==> config.mk <==
export PLATFORM = sky130hd
export DESIGN_NAME = per_channel_trimmed_mean
export DESIGN_NICKNAME = d
export VERILOG_FILES = /design/src/rtl/core/ptm_pkg.sv /design/src/rtl/core/per_channel_trimmed_mean.sv /design/src/rtl/core/ptm_ram.sv /design/src/rtl/core/ptm_div.sv
export SDC_FILE = /design/constraint.sdc
export NUM_CORES = 2
export LEC_CHECK = 0
export BUFFER_PORTS_ARGS = -buffer_cell sky130_fd_sc_hd__buf_2
export CAP_MARGIN = 40
export CORE_AREA = 2 2 400 283
export CTS_BUF_LIST = sky130_fd_sc_hd__clkbuf_8
export DETAILED_ROUTE_END_ITERATION = 10
export DIE_AREA = 0 0 402 285
export PLACE_DENSITY = 0.68
export SYNTH_ARGS = -nofsm -noshare
export SYNTH_HDL_FRONTEND = slang
export SYNTH_SLANG_ARGS = --single-unit
==> constraint.sdc <==
create_clock -name clk -period 4.7 [get_ports clk]
set_input_delay 0.94 -clock clk [delete_from_list [all_inputs] [get_ports clk]]
set_output_delay 0.94 -clock clk [all_outputs]
set_load 0.1 [all_outputs]
==> src/rtl/core/ptm_pkg.sv <==
`timescale 1ns / 1ps
// ----------------------------------------------------------------------------
// ptm_pkg
// Shared constants and types of the per-channel trimmed-mean filter.
// ----------------------------------------------------------------------------
package ptm_pkg;

  localparam int CHANNEL_BITS   = 3;   // ADC channel number
  localparam int SLOT_OUT_BITS  = 2;   // slot field of a result
  localparam int COUNT_BITS     = 4;   // kept_count field, also divisor width
  localparam int CFG_REGS       = 4;   // writable slot channel registers
  localparam int CFG_INDEX_BITS = 3;

  // divider status as seen by the sequencer
  typedef struct packed {
    logic busy;
    logic done;   // quotient valid, held until the next start
  } div_status_t;

endpackage

==> src/rtl/core/per_channel_trimmed_mean.sv <==
`timescale 1ns / 1ps
// ----------------------------------------------------------------------------
// per_channel_trimmed_mean
// Per-slot window of ADC samples; on a full window, drops the two largest and
// two smallest samples and emits the truncated mean of the rest.
// ----------------------------------------------------------------------------
// Input channel (in_valid/in_ready): one request carries a sample and its ADC
// channel. The first slot whose channel register matches takes it; a request
// that matches no slot is consumed and dropped. Output channel
// (out_valid/out_ready): slot, average and kept_count of a completed window.
// Config port: cfg_write with cfg_index 0..3 sets a slot's channel; other
// indexes are ignored. Write only while the block is idle.
// A sample that does not complete a window is taken without stalling. One
// that completes a window drops in_ready while the block reads the window
// memory and tracks extremes, removes them from the sum, and runs a
// one-bit-per-cycle divider. The result sits in an output register; the
// next request is taken while it waits. If a second window completes before
// the first result is taken, the block holds in_ready low until the output
// register frees up.
// Reset clears the fill counts, the output valid and the channel registers
// (slot i gets channel 2*i mod 8). The window memory needs no clearing.
// ----------------------------------------------------------------------------
module per_channel_trimmed_mean #(
  parameter int WINDOW      = 10,
  parameter int SLOTS       = 4,
  parameter int SAMPLE_BITS = 24
) (
  input  logic                                 clk,
  input  logic                                 rst,
  input  logic                                 in_valid,
  output logic                                 in_ready,
  input  logic signed [SAMPLE_BITS-1:0]        sample,
  input  logic [ptm_pkg::CHANNEL_BITS-1:0]     channel,
  output logic                                 out_valid,
  input  logic                                 out_ready,
  output logic [ptm_pkg::SLOT_OUT_BITS-1:0]    slot,
  output logic signed [SAMPLE_BITS-1:0]        average,
  output logic [ptm_pkg::COUNT_BITS-1:0]       kept_count,
  input  logic                                 cfg_write,
  input  logic [ptm_pkg::CFG_INDEX_BITS-1:0]   cfg_index,
  input  logic [ptm_pkg::CHANNEL_BITS-1:0]     cfg_data
);

  localparam int CHB      = ptm_pkg::CHANNEL_BITS;
  localparam int CB       = ptm_pkg::COUNT_BITS;
  localparam int DEPTH    = SLOTS * WINDOW;
  localparam int AW       = $clog2(DEPTH);
  localparam int SB       = (SLOTS > 1) ? $clog2(SLOTS) : 1;
  localparam int IW       = $clog2(WINDOW);
  localparam int JW       = $clog2(WINDOW + 1);
  localparam int SUM_BITS = SAMPLE_BITS + $clog2(WINDOW);
  localparam int EXT      = SUM_BITS - SAMPLE_BITS;

  typedef enum logic [4:0] {
    S_IDLE = 5'b00001,
    S_SCAN = 5'b00010,
    S_TRIM = 5'b00100,
    S_DIV  = 5'b01000,
    S_DONE = 5'b10000
  } state_t;

  state_t state;

  // channel registers
  logic [CHB-1:0] slot_channel [SLOTS];

  for (genvar i = 0; i < SLOTS; i++) begin : g_chan
    if (i < ptm_pkg::CFG_REGS) begin : g_rw
      always_ff @(posedge clk) begin
        if (rst) begin
          slot_channel[i] <= CHB'(2 * i);
        end else if (cfg_write && cfg_index == ptm_pkg::CFG_INDEX_BITS'(i)) begin
          slot_channel[i] <= cfg_data;
        end
      end
    end else begin : g_ro
      assign slot_channel[i] = CHB'(2 * i);
    end
  end

  // lowest matching slot wins
  logic          hit;
  logic [SB-1:0] hit_slot;

  always_comb begin
    hit      = 1'b0;
    hit_slot = '0;
    for (int s = SLOTS - 1; s >= 0; s--) begin
      if (slot_channel[s] == channel) begin
        hit      = 1'b1;
        hit_slot = SB'(s);
      end
    end
  end

  logic [IW-1:0] fill [SLOTS];
  logic [IW-1:0] hit_fill;
  logic          accept;

  assign in_ready = (state == S_IDLE);
  assign accept   = in_valid && in_ready && hit;
  assign hit_fill = fill[hit_slot];

  always_ff @(posedge clk) begin
    if (rst) begin
      for (int s = 0; s < SLOTS; s++) begin
        fill[s] <= '0;
      end
    end else if (accept) begin
      fill[hit_slot] <= (hit_fill == IW'(WINDOW - 1)) ? '0 : hit_fill + IW'(1);
    end
  end

  // window memory
  logic [AW-1:0]          base;
  logic [AW-1:0]          waddr;
  logic [AW-1:0]          raddr;
  logic [SAMPLE_BITS-1:0] rdata;
  logic [JW-1:0]          j;

  assign waddr = AW'(hit_slot * WINDOW) + AW'(hit_fill);
  assign raddr = base + AW'(j);

  ptm_ram #(
    .WIDTH (SAMPLE_BITS),
    .DEPTH (DEPTH)
  ) u_window (
    .clk   (clk),
    .we    (accept),
    .waddr (waddr),
    .wdata (sample),
    .raddr (raddr),
    .rdata (rdata)
  );

  // scan and trim datapath
  logic signed [SAMPLE_BITS-1:0] x;
  logic signed [SAMPLE_BITS-1:0] hi1, hi2, lo1, lo2, tv;
  logic [IW-1:0]                 hi1i, hi2i, lo1i, lo2i, pj;
  logic signed [SUM_BITS-1:0]    sum;
  logic [CB-1:0]                 cnt;
  logic [1:0]                    k;
  logic                          trm;
  logic [SB-1:0]                 cur_slot;
  logic                          div_go;

  assign x  = rdata;
  assign pj = IW'(j - JW'(1));

  always_comb begin
    case (k)
      2'd0: begin
        tv  = hi1;
        trm = 1'b1;
      end
      2'd1: begin
        tv  = hi2;
        trm = (hi2i != hi1i);
      end
      2'd2: begin
        tv  = lo1;
        trm = (lo1i != hi1i) && (lo1i != hi2i);
      end
      2'd3: begin
        tv  = lo2;
        trm = (lo2i != hi1i) && (lo2i != hi2i) && (lo2i != lo1i);
      end
      default: begin
        tv  = hi1;
        trm = 1'b0;
      end
    endcase
  end

  ptm_pkg::div_status_t     div_status;
  logic signed [SAMPLE_BITS-1:0] div_q;

  ptm_div #(
    .WIDTH    (SUM_BITS),
    .OUT_BITS (SAMPLE_BITS)
  ) u_div (
    .clk      (clk),
    .rst      (rst),
    .start    (div_go),
    .dividend (sum),
    .divisor  (cnt),
    .status   (div_status),
    .quotient (div_q)
  );

  // sequencer
  always_ff @(posedge clk) begin
    if (rst) begin
      state  <= S_IDLE;
      div_go <= 1'b0;
    end else begin
      div_go <= 1'b0;
      case (state)
        S_IDLE: begin
          if (accept && hit_fill == IW'(WINDOW - 1)) begin
            state <= S_SCAN;
          end
        end
        S_SCAN: begin
          if (j == JW'(WINDOW)) begin
            state <= S_TRIM;
          end
        end
        S_TRIM: begin
          if (k == 2'd3) begin
            state  <= S_DIV;
            div_go <= 1'b1;
          end
        end
        S_DIV: begin
          if (!div_go && div_status.done) begin
            state <= S_DONE;
          end
        end
        S_DONE: begin
          if (!out_valid || out_ready) begin
            state <= S_IDLE;
          end
        end
        default: begin
          state <= S_IDLE;
        end
      endcase
    end
  end

  always_ff @(posedge clk) begin
    if (state == S_IDLE) begin
      j        <= '0;
      k        <= '0;
      base     <= AW'(hit_slot * WINDOW);
      cur_slot <= hit_slot;
    end
    if (state == S_SCAN) begin
      j <= j + JW'(1);
      if (j == JW'(1)) begin
        hi1  <= x;
        hi2  <= x;
        lo1  <= x;
        lo2  <= x;
        hi1i <= '0;
        hi2i <= '0;
        lo1i <= '0;
        lo2i <= '0;
        sum  <= {{EXT{x[SAMPLE_BITS-1]}}, x};
      end else if (j != '0) begin
        sum <= sum + {{EXT{x[SAMPLE_BITS-1]}}, x};
        if (x > hi1) begin
          hi2  <= hi1;
          hi2i <= hi1i;
          hi1  <= x;
          hi1i <= pj;
        end else if (x > hi2 || hi2i == hi1i) begin
          hi2  <= x;
          hi2i <= pj;
        end
        if (x < lo1) begin
          lo2  <= lo1;
          lo2i <= lo1i;
          lo1  <= x;
          lo1i <= pj;
        end else if (x < lo2 || lo2i == lo1i) begin
          lo2  <= x;
          lo2i <= pj;
        end
      end
    end
    if (state == S_TRIM) begin
      k <= k + 2'd1;
      if (trm) begin
        sum <= sum - {{EXT{tv[SAMPLE_BITS-1]}}, tv};
      end
      if (k == 2'd0) begin
        cnt <= CB'(WINDOW - 1);
      end else if (trm) begin
        cnt <= cnt - CB'(1);
      end
    end
  end

  // output register
  always_ff @(posedge clk) begin
    if (rst) begin
      out_valid <= 1'b0;
    end else begin
      if (out_valid && out_ready) begin
        out_valid <= 1'b0;
      end
      if (state == S_DONE && (!out_valid || out_ready)) begin
        out_valid <= 1'b1;
      end
    end
  end

  always_ff @(posedge clk) begin
    if (state == S_DONE && (!out_valid || out_ready)) begin
      slot       <= ptm_pkg::SLOT_OUT_BITS'(cur_slot);
      average    <= div_q;
      kept_count <= cnt;
    end
  end

endmodule

==> src/rtl/core/ptm_ram.sv <==
`timescale 1ns / 1ps
// ----------------------------------------------------------------------------
// ptm_ram
// Simple dual-port RAM: one write port, one read port, registered read data.
// ----------------------------------------------------------------------------
module ptm_ram #(
  parameter int WIDTH = 24,
  parameter int DEPTH = 40
) (
  input  logic                     clk,
  input  logic                     we,
  input  logic [$clog2(DEPTH)-1:0] waddr,
  input  logic [WIDTH-1:0]         wdata,
  input  logic [$clog2(DEPTH)-1:0] raddr,
  output logic [WIDTH-1:0]         rdata
);

  logic [WIDTH-1:0] mem [DEPTH];

  always_ff @(posedge clk) begin
    if (we) begin
      mem[waddr] <= wdata;
    end
    rdata <= mem[raddr];
  end

endmodule

==> src/rtl/core/ptm_div.sv <==
`timescale 1ns / 1ps
// ----------------------------------------------------------------------------
// ptm_div
// Bit-serial signed divider: signed dividend by small unsigned divisor,
// quotient truncated toward zero. One quotient bit per cycle.
// ----------------------------------------------------------------------------
module ptm_div #(
  parameter int WIDTH    = 28,
  parameter int OUT_BITS = 24
) (
  input  logic                              clk,
  input  logic                              rst,
  input  logic                              start,
  input  logic signed [WIDTH-1:0]           dividend,
  input  logic [ptm_pkg::COUNT_BITS-1:0]    divisor,
  output ptm_pkg::div_status_t              status,
  output logic signed [OUT_BITS-1:0]        quotient
);

  localparam int CB = ptm_pkg::COUNT_BITS;
  localparam int NW = $clog2(WIDTH + 1);

  logic [WIDTH-1:0] quo;
  logic [CB-1:0]    rem;
  logic [CB-1:0]    dsr;
  logic [NW-1:0]    cnt;
  logic             neg;
  logic             busy;
  logic             done;
  logic [CB:0]      trial;
  logic             qbit;
  logic [WIDTH-1:0] quo_signed;

  assign trial = {rem, quo[WIDTH-1]};
  assign qbit  = (trial >= {1'b0, dsr});

  always_ff @(posedge clk) begin
    if (rst) begin
      busy <= 1'b0;
      done <= 1'b0;
    end else if (start) begin
      busy <= 1'b1;
      done <= 1'b0;
    end else if (busy) begin
      if (cnt == NW'(1)) begin
        busy <= 1'b0;
        done <= 1'b1;
      end
    end
  end

  always_ff @(posedge clk) begin
    if (start) begin
      quo <= dividend[WIDTH-1] ? WIDTH'(-dividend) : WIDTH'(dividend);
      rem <= '0;
      dsr <= divisor;
      neg <= dividend[WIDTH-1];
      cnt <= NW'(WIDTH);
    end else if (busy) begin
      rem <= qbit ? CB'(trial - {1'b0, dsr}) : CB'(trial);
      quo <= {quo[WIDTH-2:0], qbit};
      cnt <= cnt - NW'(1);
    end
  end

  assign quo_signed = neg ? WIDTH'(-quo) : quo;
  assign quotient   = quo_signed[OUT_BITS-1:0];
  assign status     = '{busy: busy, done: done};

endmodule
---- Yosys cells after proc, flatten, opt, wreduce, memory -nomap -nowiden ----
Memories as Yosys holds them, arrays and structs flattened. A register that Yosys moved wholly into a read port is not among the register bits.
Index checks and enable logic that the tools add are counted.
word-level totals
  memories kept ........................... 3
  bits in registers ....................... 238
  output and inout bits ................... 32
  RAM bits ................................ 988
  bits of input ports ..................... 38
memory list
  name          words  bits a word  rd ports  clocked after Yosys merged registers in  wr ports  line                            source
  u_window.mem  40     24           1         1                                        1         ptm_ram.sv:18                   logic [WIDTH-1:0] mem [DEPTH];
  fill          4      4            1         0                                        4         per_channel_trimmed_mean.sv:96  logic [IW-1:0] fill [SLOTS];
  slot_channel  4      3            4         0                                        4         per_channel_trimmed_mean.sv:65  logic [CHB-1:0] slot_channel [SLOTS];
cells by class
  bitwise gates (word level) .............. 5
  order comparisons ....................... 5
  reduce and logical (&&, ||, !) cells .... 41
  add/subtract/negate cells ............... 13
  multiplexer cells ....................... 87
  multiply operators ...................... 1
  equal/unequal tests ..................... 32
operator list
  cell                                                             number
  24-bit 2-to-1 mux                                                15
  28-bit 2-to-1 mux                                                8
  24-bit case mux with 4 select lines                              1
  4-bit 2-to-1 mux                                                 16
  24-bit > comparator                                              2
  24-bit < comparator                                              2
  1-bit 2-to-1 mux                                                 29
  28-bit adder                                                     1
  28-bit negation                                                  1
  28-bit subtractor                                                1
  5-bit 2-to-1 mux                                                 5
  5-bit case mux with 5 select lines                               1
  4-bit inequality test                                            6
  24-bit negation                                                  1
  2-bit nonzero test                                               8
  2-bit 2-to-1 mux                                                 7
  1-bit logical AND                                                13
  6-bit by 4-bit adder with 6-bit output                           2
  3-bit == test                                                    4
  3-bit 2-to-1 mux                                                 4
  3-bit AND reduction                                              4
  5-bit by 1-bit == test with 1-bit output, second input constant  2
  4-bit by 1-bit adder with 4-bit output, second input constant    2
  4-bit == test                                                    2
  other kinds (31)                                                 47

---- Depth between registers and ports, before layout ----
An unclocked memory read counts as a cell.
  word-level depth ........................ 12
  mapped depth ............................ 17
  mapped depth without buffers ............ 16

---- Hierarchy ----
Synthesis repeated with hierarchy kept, for this count alone.
second synthesis, totals
  cells, all modules ...................... 3,810
  area, all modules ....................... 56,758.2 um^2
by module, submodules not included
  module                    cells each  instances  area each (um^2)
  ptm_ram                   1,952       1          38,175.4
  per_channel_trimmed_mean  1,485       1          15,289.7
  ptm_div                   373         1          3,293.2

---- Least setup slack after synthesis ----
Ideal clock, no wire load.
  path type ............................... in2reg
  from .................................... input port channel[0] in the netlist's numbering
  to ...................................... memory u_window.mem[6][0], enable pin
  path buffers ............................ 1
  arrival ................................. 4,669 ps
  setup slack ............................. -373 ps
  stages on the path ...................... 13
  data required time ...................... 4,295 ps
  path through ............................ xor2_1 -> nor3_2 -> a41oi_1 -> nor2_2 -> mux2_2 -> inv_1 -> ha_1 -> a21o_1 -> a21oi_1 -> a31oi_1 -> or3_1 -> clkbuf_1 -> nor2_1
on the way
  elaborated cells on any way between the ends .. 18
  those cells by class .................... add/sub (1); mul (1); eq/ne (4); mux (10); reduce/logical (1); memory (1)
RTL lines
  item                                                                                  line                             source
  start, declared                                                                       per_channel_trimmed_mean.sv:33   input logic [ptm_pkg::CHANNEL_BITS-1:0] channel,
  3-bit == test                                                                         per_channel_trimmed_mean.sv:89   if (slot_channel[s] == channel) begin
  2-bit 2-to-1 mux (3 in a row)                                                         per_channel_trimmed_mean.sv:89
  2-bit 2-to-1 mux (*)                                                                  per_channel_trimmed_mean.sv:89
  net hit_slot[0]                                                                       per_channel_trimmed_mean.sv:83   logic [SB-1:0] hit_slot;
  2-bit by 3-bit multiplier with 5-bit output or memory read 4 x 4 bit (tied branches)  -
  6-bit by 4-bit adder with 6-bit output (*)                                            per_channel_trimmed_mean.sv:121  assign waddr = AW'(hit_slot * WINDOW) + AW'(hit_fill);
  end, declared                                                                         ptm_ram.sv:18
Mark *: on every way through the listed nets, which the timed path passes. The rest lies on a longest branch.

---- Worst setup path in the final report ----
  from .................................... register k[0]
  to ...................................... register sum[26]
on the way
  longest elaborated chain between the ends .. 5
  elaborated cells on any way between the ends .. 9
  those cells by class .................... add/sub (1); eq/ne (3); mux (4); reduce/logical (1)
ends and longest elaborated chain
  item                                   line                             source
  start, declared                        per_channel_trimmed_mean.sv:142  logic [1:0] k;
  start signal, assigned                 per_channel_trimmed_mean.sv:274  k <= k + 2'd1;
  2-bit == test (tied with other cells)  per_channel_trimmed_mean.sv:151  case (k)
  24-bit case mux with 4 select lines    per_channel_trimmed_mean.sv:151
  28-bit subtractor                      per_channel_trimmed_mean.sv:276  sum <= sum - {{EXT{tv[SAMPLE_BITS-1]}}, tv};
  28-bit 2-to-1 mux (*)                  per_channel_trimmed_mean.sv:275  if (trm) begin
  28-bit 2-to-1 mux (*)                  per_channel_trimmed_mean.sv:273  if (state == S_TRIM) begin
  end signal, assigned                   per_channel_trimmed_mean.sv:250  sum <= {{EXT{x[SAMPLE_BITS-1]}}, x};
  end signal, assigned                   per_channel_trimmed_mean.sv:252  sum <= sum + {{EXT{x[SAMPLE_BITS-1]}}, x};
  end signal, assigned                   per_channel_trimmed_mean.sv:276
  end, declared                          per_channel_trimmed_mean.sv:140  logic signed [SUM_BITS-1:0] sum;
Mark *: on every way between the ends. The rest lies on a longest branch, timed or not.
A chain may end at the register's enable or synchronous reset.

==> reports/qor.csv <==
metric,value,unit
Ports,70,
IO buf count,69,
Peak Freq,220,MHz
Max Slew Vio Count,0,
Die X,402,um
cell with the most instances after synthesis,edfxtp_1,
sequential fraction of the synthesis area,66.5,%
Initial Utilization,49.5,%
worst reg2reg path depth,14,
Final Non-Filler Cells,5209,
critical path peak fanout,13,
Synth-to-Final Area Change,14.2,%
vias in the first global route,30500,
Main synth FF type,edfxtp_1,
min Tclk post-route,4.54,ns
number of synthesized register bits,1245,
global-route wire length before repair,211000,um
worst vdd ir,0.000586,V
Post-Route Utilization,56.6,%
hold path startpoint,sample[1],
Static Leakage,21.6,nW
drt first pass iters,9,
Synth top area share,64.0,%
Post-Synthesis Cell Area,0.0551,sq mm
Netlist cell types,91,
total net switching power,15.9,mW
FILL cells,8496,
Placement Setup Slack,0.131,ns
synth top area cells,"edfxtp_1 64%, mux4_2 12%, ha_1 3.9%",
Hold EP,u_window.mem[10][1]$_DFFE_PP_,
register-to-register setup slack,0.16,ns
max cap viols,0,
Int Power,24.6,mW
CTS Buf Count,182,
worst r2r src,k[0]$_SDFFCE_PP0P_,
fin worst setup slack,0.162,ns
Synth Area per Inst,16.7,sq um
largest net degree at the start of global routing,107,
cell taking the most area after synthesis,edfxtp_1,
# DRC,0,
H-tree Lvls,4,
gpl congestion,0.926,
drt total wl,145000,um
core box area,0.111,sq mm
clock group share of total power,20.7,%
status,"finished, final reports clean",
CP Class,register to register,
WL per Instance,27.8,um
hold_ws,0.342,ns
Sink Count,1245,
placed inst area,0.0595,sq mm
Critical Path AT,5.32,ns
vias,31600,
sequential power share,33.9,%
Post-synth EDFFs,1175,
grt total ovfl,0,
R2R Path End,sum[26]$_DFF_P_,
Root Driver,clkbuf_8,
Bufs on Longest Clock Path,3,
Synth Net Count,3515,
Synth top cells by count,"1175 x edfxtp_1, 288 x mux4_2, 174 x ha_1",
register clock-pin slew on the reported worst setup and hold paths,0.07,ns
Inst Count DP,4864,
Final Power,40.5,mW
fraction of layout cells with a size suffix above 1,23.8,%
WHS Path Cells,1,
Gate power share,45.4,%
CTS Hold Bufs,0,
cell area after layout,0.0630,sq mm
Vert. Die Dim,285,um
# rows,103,
crit end category,register,
gr usage total,25.4,%
Post-Synthesis Cells,3298,
Switching Share,39.2,%
Critical Path RT,5.49,ns
CTS tree,built,
Worst Tran Pin Value,0.847,ns
post-cts resize count,0,
min-delay worst type,input port to register,
Final Hold Viols,0,
period utilization,96.6,%
pwr/cell area,643,mW/mm^2
vias per cell,6.07,
startpoint types,register,
Post-CTS Setup Bufs,0,
die area,0.115,sq mm
initial antenna violation count,16,
Syn. warnings,0,
worst skew pair latency,0.90,ns
Total Neg Setup Slack,0,ns
Antenna Nets Post-Route,0,
max_slew headroom,43.5,%
detailed placer's ending HPWL,99500,um
Setup Skew,0.0533,ns
DR iter-0 viols,4242,
setup violation total in the final timing report,0,
Layout Nets,3795,
fraction of registers with async set/reset,0,%
RSZ-0062 raised after global routing,no,
-- area by class of cell --
type | count | area [sq um] | share of cell area (%)
sequential | 1245 | 36700 | 58.3
tap | 1470 | 1840 | 2.92
antenna | 3 | 7.51 | 0.0119
clock buffer | 194 | 2670 | 4.24
clock inverter | 148 | 813 | 1.29
inverter | 138 | 518 | 0.823
multi-input combinational | 1780 | 17700 | 28.2
timing repair buffer | 231 | 2700 | 4.29
-- power by group through the flow --
stage / Combinational, mW / Sequential, mW / Clock (mW)
4_1_cts: 18.2 / 13.7 / 8.55
5_1_grt: 19.6 / 13.8 / 9.00
3_5_place_dp: 18.1 / 13.9 / 0
2_1_floorplan: 11.7 / 13.7 / 0
3_3_place_gp: 17.9 / 13.9 / 0
6_report: 18.4 / 13.7 / 8.38
-- logic make-up (layout without fill, tap and decap cells) --
| logic type | after synthesis | after routing | share of synthesized area [%] |
|---|---|---|---|
| other cells | 0 | 3 | 0 |
| xor+xnor | 139 | 139 | 2.21 |
| fa+ha+maj | 179 | 179 | 4.13 |
| buf+inv | 273 | 711 | 2.00 |
| mux | 389 | 389 | 13.8 |
| simple gates | 577 | 577 | 5.11 |
| flops | 1245 | 1245 | 66.5 |
| compound gates | 496 | 496 | 6.21 |
-- cells in the final DEF, fill, tap and decap left out, types with 16 or more instances in the layout --
cell | Yosys | final
o21a_1 | 16 | 16
xnor2_1 | 80 | 78
nor2b_1 | 38 | 37
nand2b_1 | 30 | 30
buf_2 | 10 | 69
xor2_1 | 59 | 58
clkbuf_8 | 0 | 194
nand2_1 | 156 | 155
a21o_1 | 56 | 56
nand4_1 | 25 | 25
mux4_2 | 288 | 288
mux2_2 | 36 | 36
nand3_1 | 36 | 36
nor2_1 | 167 | 127
o21ai_0 | 74 | 73
mux2_1 | 43 | 43
clkinv_1 | 0 | 46
buf_4 | 5 | 75
a31oi_1 | 34 | 34
buf_12 | 0 | 75
a21oi_1 | 115 | 113
clkinv_2 | 0 | 28
dfxtp_1 | 70 | 69
nor3_1 | 33 | 33
mux2i_1 | 21 | 21
inv_1 | 136 | 193
o31ai_1 | 18 | 18
a211oi_1 | 44 | 44
edfxtp_1 | 1175 | 1175
nor2_4 | 1 | 33
ha_1 | 174 | 172
a222oi_1 | 27 | 27
-- routing by layer --
layer  vias to the layer above  global-route usage [%]  part of all wire (%)
li1                      13800                       -                     -
met1                     16000                    39.4                    45
met2                      1649                    33.7                    41
met3                       184                    8.67                    13
met4                         6                    7.07                   2.0
met5                         -                    1.06                  0.12
-- registers in the layout, indices dropped and copies added (netlist names), 24 cells and up --
name and count:
hi1 24, sum 28, u_window.mem 960, hi2 24
average 24, u_window.rdata 24, lo1 24, u_div.quo 28
lo2 24
-- critical path: stages, from the launching register on --
cell and delay (ns):
edfxtp_1 0.44, ha_1 0.39, buf_4 0.26, a222oi_1 0.40, mux2_2 0.22, ha_1 0.29, and3_1 0.18, nor2b_1 0.12
a311o_1 0.38, o2111ai_1 0.42, a211oi_1 0.23, o41ai_2 0.62, or2_2 0.21, a211oi_1 0.07, a21o_1 0.18
-- worst max path at each step --
stage | start | end | slack (ns)
5_1_grt | k[0]$_SDFFCE_PP0P_ | sum[26]$_DFF_P_ | 0.009
3_5_place_dp | channel[2] | u_window.mem[1][19]$_DFFE_PP_ | 0.13
6_report | k[0]$_SDFFCE_PP0P_ | sum[26]$_DFF_P_ | 0.16
4_1_cts | k[1]$_SDFFCE_PP0P_ | sum[26]$_DFF_P_ | 0.21
3_3_place_gp | channel[2] | u_window.mem[16][16]$_DFFE_PP_ | 0.07
2_1_floorplan | channel[0] | u_window.mem[6][0]$_DFFE_PP_ | -0.37
Note: power is estimated with default switching activity, not from simulation.
